**src/hw/rtl/lifexc_pkg.sv**
```systemverilog
package lifexc_pkg;

  localparam int VOLT_W  = 24;
  localparam int SCALE_W = 16;
  localparam int REFR_W  = 16;
  localparam int INDEX_W = 10;
  localparam int ADDR_W  = 5;
  localparam int DATA_W  = 32;
  localparam int COUNT_W = 17;

  localparam int DRIVE_W = VOLT_W + 3;
  localparam int MPROD_W = DRIVE_W + SCALE_W + 1;
  localparam int SPROD_W = VOLT_W + SCALE_W + 1;

  typedef logic signed [VOLT_W-1:0] volt_t;
  typedef logic [SCALE_W-1:0]       scale_t;
  typedef logic [REFR_W-1:0]        refr_t;
  typedef logic [INDEX_W-1:0]       index_t;

  localparam volt_t  REST_RESET   = 24'shC40000;
  localparam volt_t  THRESH_RESET = 24'shCE0000;
  localparam scale_t MSCALE_RESET = 16'd328;
  localparam scale_t SDECAY_RESET = 16'd64238;
  localparam refr_t  REFR_RESET   = 16'd50;

  localparam logic signed [31:0] V_MAX = 32'sd8388607;
  localparam logic signed [31:0] V_MIN = -32'sd8388608;

  typedef enum logic [1:0] {
    CMD_STEP    = 2'd0,
    CMD_ADD_SYN = 2'd1,
    CMD_SET_BG  = 2'd2,
    CMD_NOP     = 2'd3
  } cmd_e;

  typedef enum logic [2:0] {
    REG_REST   = 3'd0,
    REG_THRESH = 3'd1,
    REG_MSCALE = 3'd2,
    REG_SDECAY = 3'd3,
    REG_REFR   = 3'd4
  } reg_e;

  typedef enum logic [2:0] {
    ST_CLEAR,
    ST_IDLE,
    ST_READ,
    ST_DRIVE,
    ST_MUL,
    ST_WB
  } state_e;

  typedef struct packed {
    volt_t membrane;
    refr_t refr;
    volt_t syn;
    volt_t bg;
  } neuron_t;

  typedef struct packed {
    volt_t  rest;
    volt_t  thresh;
    scale_t mscale;
    scale_t sdecay;
    refr_t  refr_steps;
  } cfg_t;

  typedef struct packed {
    logic drive_en;
    logic mul_en;
  } alu_ctl_t;

  function automatic volt_t sat_volt(input logic signed [31:0] v);
    volt_t r;
    if (v > V_MAX) begin
      r = volt_t'(V_MAX);
    end else if (v < V_MIN) begin
      r = volt_t'(V_MIN);
    end else begin
      r = volt_t'(v);
    end
    return r;
  endfunction

endpackage

```
**src/hw/rtl/lifexc_alu.sv**
```systemverilog
module lifexc_alu (
  input  logic                 clk_i,
  input  lifexc_pkg::alu_ctl_t ctl_i,
  input  lifexc_pkg::cfg_t     cfg_i,
  input  lifexc_pkg::cmd_e     cmd_i,
  input  lifexc_pkg::volt_t    operand_i,
  input  lifexc_pkg::neuron_t  word_i,
  output lifexc_pkg::neuron_t  word_o,
  output logic                 spiked_o
);

  logic signed [lifexc_pkg::DRIVE_W-1:0] drive_d, drive_q;
  logic signed [lifexc_pkg::MPROD_W-1:0] mprod_q, mrnd;
  logic signed [lifexc_pkg::SPROD_W-1:0] sprod_q, sadj;
  logic signed [lifexc_pkg::MPROD_W-17:0] delta;
  logic signed [lifexc_pkg::SPROD_W-17:0] sdec;
  lifexc_pkg::volt_t stepped;

  assign drive_d = lifexc_pkg::DRIVE_W'(cfg_i.rest) - lifexc_pkg::DRIVE_W'(word_i.membrane)
                 + lifexc_pkg::DRIVE_W'(word_i.bg) + lifexc_pkg::DRIVE_W'(word_i.syn);

  always_ff @(posedge clk_i) begin
    if (ctl_i.drive_en) begin
      drive_q <= drive_d;
      sprod_q <= word_i.syn * $signed({1'b0, cfg_i.sdecay});
    end
    if (ctl_i.mul_en) begin
      mprod_q <= drive_q * $signed({1'b0, cfg_i.mscale});
    end
  end

  always_comb begin
    mrnd    = mprod_q + lifexc_pkg::MPROD_W'(32768);
    delta   = mrnd[lifexc_pkg::MPROD_W-1:16];
    sadj    = sprod_q + (sprod_q[lifexc_pkg::SPROD_W-1] ? lifexc_pkg::SPROD_W'(65535)
                                                       : lifexc_pkg::SPROD_W'(0));
    sdec    = sadj[lifexc_pkg::SPROD_W-1:16];
    stepped = lifexc_pkg::sat_volt(32'(word_i.membrane) + 32'(delta));

    word_o   = word_i;
    spiked_o = 1'b0;
    case (cmd_i)
      lifexc_pkg::CMD_STEP: begin
        if (word_i.refr == '0) begin
          if (stepped > cfg_i.thresh) begin
            spiked_o        = 1'b1;
            word_o.membrane = cfg_i.rest;
            word_o.refr     = cfg_i.refr_steps;
          end else begin
            word_o.membrane = stepped;
          end
        end else begin
          word_o.refr     = word_i.refr - lifexc_pkg::REFR_W'(1);
          word_o.membrane = cfg_i.rest;
        end
        word_o.syn = lifexc_pkg::sat_volt(32'(sdec));
      end
      lifexc_pkg::CMD_ADD_SYN: begin
        word_o.syn = lifexc_pkg::sat_volt(32'(word_i.syn) + 32'(operand_i));
      end
      lifexc_pkg::CMD_SET_BG: begin
        word_o.bg = operand_i;
      end
      default: begin
        word_o = word_i;
      end
    endcase
  end

endmodule

```
**config.mk**
```make
export PLATFORM = sky130hd
export DESIGN_NAME = lifexc_alu
export DESIGN_NICKNAME = d
export VERILOG_FILES = /design/src/hw/rtl/lifexc_pkg.sv /design/src/hw/rtl/lifexc_alu.sv
export SDC_FILE = /design/constraint.sdc
export NUM_CORES = 2
export LEC_CHECK = 0
export ABC_AREA = 1
export BUFFER_PORTS_ARGS = -buffer_cell sky130_fd_sc_hd__buf_4
export CAP_MARGIN = 30
export CORE_UTILIZATION = 40
export CTS_CLUSTER_DIAMETER = 200
export CTS_CLUSTER_SIZE = 20
export DETAILED_ROUTE_END_ITERATION = 7
export PLACE_DENSITY = 0.66
export SLEW_MARGIN = 20
export SYNTH_ARGS = -nofsm -noshare
export SYNTH_HDL_FRONTEND = slang
export SYNTH_SLANG_ARGS = --single-unit
```
**constraint.sdc**
```tcl
create_clock -name clk_i -period 8.4 [get_ports clk_i]
set_clock_uncertainty 0.05 [all_clocks]
set_input_delay 1.26 -clock clk_i [delete_from_list [all_inputs] [get_ports clk_i]]
set_output_delay 1.26 -clock clk_i [all_outputs]
set_load 0.02 [all_outputs]
```
==> flow_metrics.py <==
metrics = {
    "status": {
        "status": "completed",
    },
    "logic_synthesis": {
        "synth_top_area_frac": 0.381,
        "yosysSeqAreaShare": 0.0656,
        "synth_edf_count": 97,
        "ys_warn_count": 0,
        "netlist_instances": 6003,
        "synth_seq_cells": 97,
        "synth_nets": 7392,
        "netlist-cell-type-count": 59,
        "synth-main-ff-cell": "edfxtp_1",
        "avgSynthCellArea_um2": 7.39,
        "synth_area_leaders": "fa_1 (38%), inv_1 (14%), nand2_1 (13%)",
        "synthArstFlopShare": 0,
        "synth.cell_area_um2": 44400,
        "synth_area_leader_cell": "fa_1",
    },
    "flow_run": {
        "drv_cap": 0,
    },
    "global_route": {
        "grt_pass1_wl_um": 219000,
        "antenna_found_initial": 5,
        "track_usage": 0.252,
        "grt_pass1_vias": 39000,
        "grt_max_degree": 53,
        "gr-total-overflow": 0,
    },
    "sta": {
        "whs_ns": 1.21,
        "tightestPinTransition_ns": 0.832,
        "max_freq_ghz": 0.127,
        "rsz0062_at_grt": "false",
        "final-setup-viol-count": 0,
        "min_period_over_period": 0.938,
        "hold_viol": 0,
        "drv_slew": 0,
        "min_period_ns": 7.88,
        "setup_tns_ns": 0,
        "max_slew_margin": 0.445,
    },
    "worst_setup_path": {
        "end_kind": "output port",
        "cp_slowest_cell": "edfxtp_1",
        "cp-start-kind": "flop",
        "path_delay_family": "simple AND/OR/NAND/NOR gates",
        "critPathRequiredTime_ns": 7.09,
        "r2r_slack_ns": 1.68,
        "critPathArrivalTime_ns": 6.57,
        "path_common_cell": "nand2_1",
        "crit_type": "flop to output port",
        "critPathBufInv": 3,
        "worst-path-max-fanout": 25,
        "max_stage_delay_ns": 0.37,
    },
    "die": {
        "io-pin-count": 302,
        "die_x_um": 335,
        "die_h_um": 335,
        "core-area_um2": 109000,
        "num_rows": 121,
        "die_area_um2": 112000,
        "start_util": 0.405,
    },
    "clock_network": {
        "cts_tree": "done",
        "ctsHoldBuffers": 0,
        "cts_made_buffers": 9,
        "path_clk_slew_ns": 0.09,
        "worstSkewPairLatency_ns": 0.39,
        "cts.sinks": 97,
        "cts_buffer_depth": 2,
        "htree_levels": 3,
        "root_buffer": "clkbuf_16",
    },
    "routing": {
        "route.detailed.vias_per_inst": 4.97,
        "postRouteWirelength_um": 139000,
        "drc_errors": 0,
        "avgRoutedWirePerCell_um": 18.3,
        "dr.pass1.iters": 7,
        "ant_nets": 0,
        "num_vias": 37800,
        "drtIter0Drc": 2662,
    },
    "layout": {
        "drive_gt1_frac": 0.0755,
        "nets": 7507,
        "area_growth_pct": 8.45,
    },
    "worst_hold_path": {
        "hp-class": "primary input to flop",
    },
    "place": {
        "place.gp.congestion": 0.981,
        "dp_hpwl_um": 118000,
        "io_buffers": 301,
    },
}
-- what timing repair did --
action,CTS,global route
endpoints found under the hold margin,0,0
setup endpoints to repair,0,41
resized for setup,0,25
setup buffers,0,1
-- placed cells by master (no fill, tap or decap), drive strengths merged, types with 9 or more instances in the layout --
cell type / count
a21o: 15
a21oi: 285
a31oi: 30
buf: 315
clkbuf: 9
edfxtp: 97
fa: 845
ha: 331
inv: 1690
nand2: 1594
nand3: 161
nand4: 34
nor2: 279
nor3: 47
nor4: 12
o21ai: 116
o21bai: 14
xnor2: 61
xor2: 112
-- cell usage after synthesis (3+ instances only) --
cell type	n
o21bai_1	13
xnor2_1	61
o2111ai_1	3
nand2_1	1543
nand3b_1	6
ha_1	331
nand4_1	32
o31ai_1	4
xor2_1	111
a22oi_1	4
edfxtp_1	97
nand2_2	45
fa_1	845
nor2_1	260
clkbuf_1	197
buf_2	5
a21oi_1	283
or2_2	4
inv_2	12
o211ai_1	8
nor3_2	6
and2_1	4
inv_1	1675
a21boi_0	8
nand3_2	9
a211oi_1	6
o221ai_1	4
nor2_4	6
o21ai_1	8
nor4_1	11
nor2_2	13
a31oi_1	30
and3_1	3
nand3_1	151
o21a_1	6
o21ai_2	4
o21ai_0	104
a21o_1	15
buf_4	6
nor3_1	41
-- registers in the layout (all words and copies together), names as in the netlist --
signal and flops:
sprod_q 41, mprod_q 29, drive_q 27
-- stage by stage --
step | instance area, um2 | instances | util | setup WS (ns)
floorplan | 44400 | 6003 | - | 1.46
global placement | 47700 | 7578 | 0.436 | 0.600
detailed placement | 47700 | 7578 | 0.436 | 0.558
CTS | 48000 | 7594 | 0.438 | 0.0970
global route | 48100 | 7599 | 0.440 | 0.00847
finish | 48100 | 7601 | 0.440 | 0.522
-- layout make-up --
| type | instances | area, um2 |
|---|---|---|
| timing repair buffer | 315 | 2380 |
| multi-input combinational | 4008 | 34300 |
| clock buffer | 9 | 225 |
| antenna | 2 | 5.00 |
| fill | 11300 | 61300 |
| sequential | 97 | 2910 |
| clock inverter | 7 | 70.1 |
| inverter | 1687 | 6340 |
| tap | 1476 | 1850 |
-- path summary, 6_finish.rpt --
path / from / end / depth (start not counted)
max: mprod_q[15] / word_o[87] / 41
min: ctl_i[1] / sprod_q[15] / 1
max reg2reg: drive_q[10] / mprod_q[35] / 23
min reg2reg: drive_q[26] / mprod_q[43] / 7
-- cell families (layout without fill, tap and decap cells) --
group | after synthesis | count (layout) | synth area share
other cells | 0 | 2 | 0
flops | 97 | 97 | 0.0656
compound gates | 511 | 511 | 0.0643
fa+ha+maj | 1176 | 1176 | 0.475
buf+inv | 1902 | 2018 | 0.163
simple gates | 2144 | 2148 | 0.198
xor+xnor | 173 | 173 | 0.0343
-- worst reg2reg max path: stages, from the launching register on --
cell	delay, ns
edfxtp_1	0.85
nand2_1	0.20
fa_1	0.58
inv_1	0.06
fa_1	0.53
inv_1	0.06
fa_1	0.50
fa_1	0.56
inv_1	0.05
fa_1	0.50
fa_1	0.42
ha_1	0.33
nand2_1	0.25
inv_1	0.07
a21oi_1	0.24
o31ai_1	0.15
a21oi_1	0.22
o21ai_0	0.16
nand2_1	0.10
nand2_1	0.10
nand2_1	0.08
nand2_1	0.08
a21oi_1	0.17
xnor2_1	0.13
-- per-layer routing --
layer / track usage / vias to the layer above / share of wire
met4: 0.0510 / 6 / 0.019
met2: 0.419 / 1206 / 0.47
met1: 0.350 / 18700 / 0.44
li1: - / 17800 / -
met5: 0 / - / 0.00036
met3: 0.0341 / 145 / 0.066
Power is left out: the tool's default activity adds up to more than one toggle a clock period on the data nets, which glitch-free logic cannot reach.
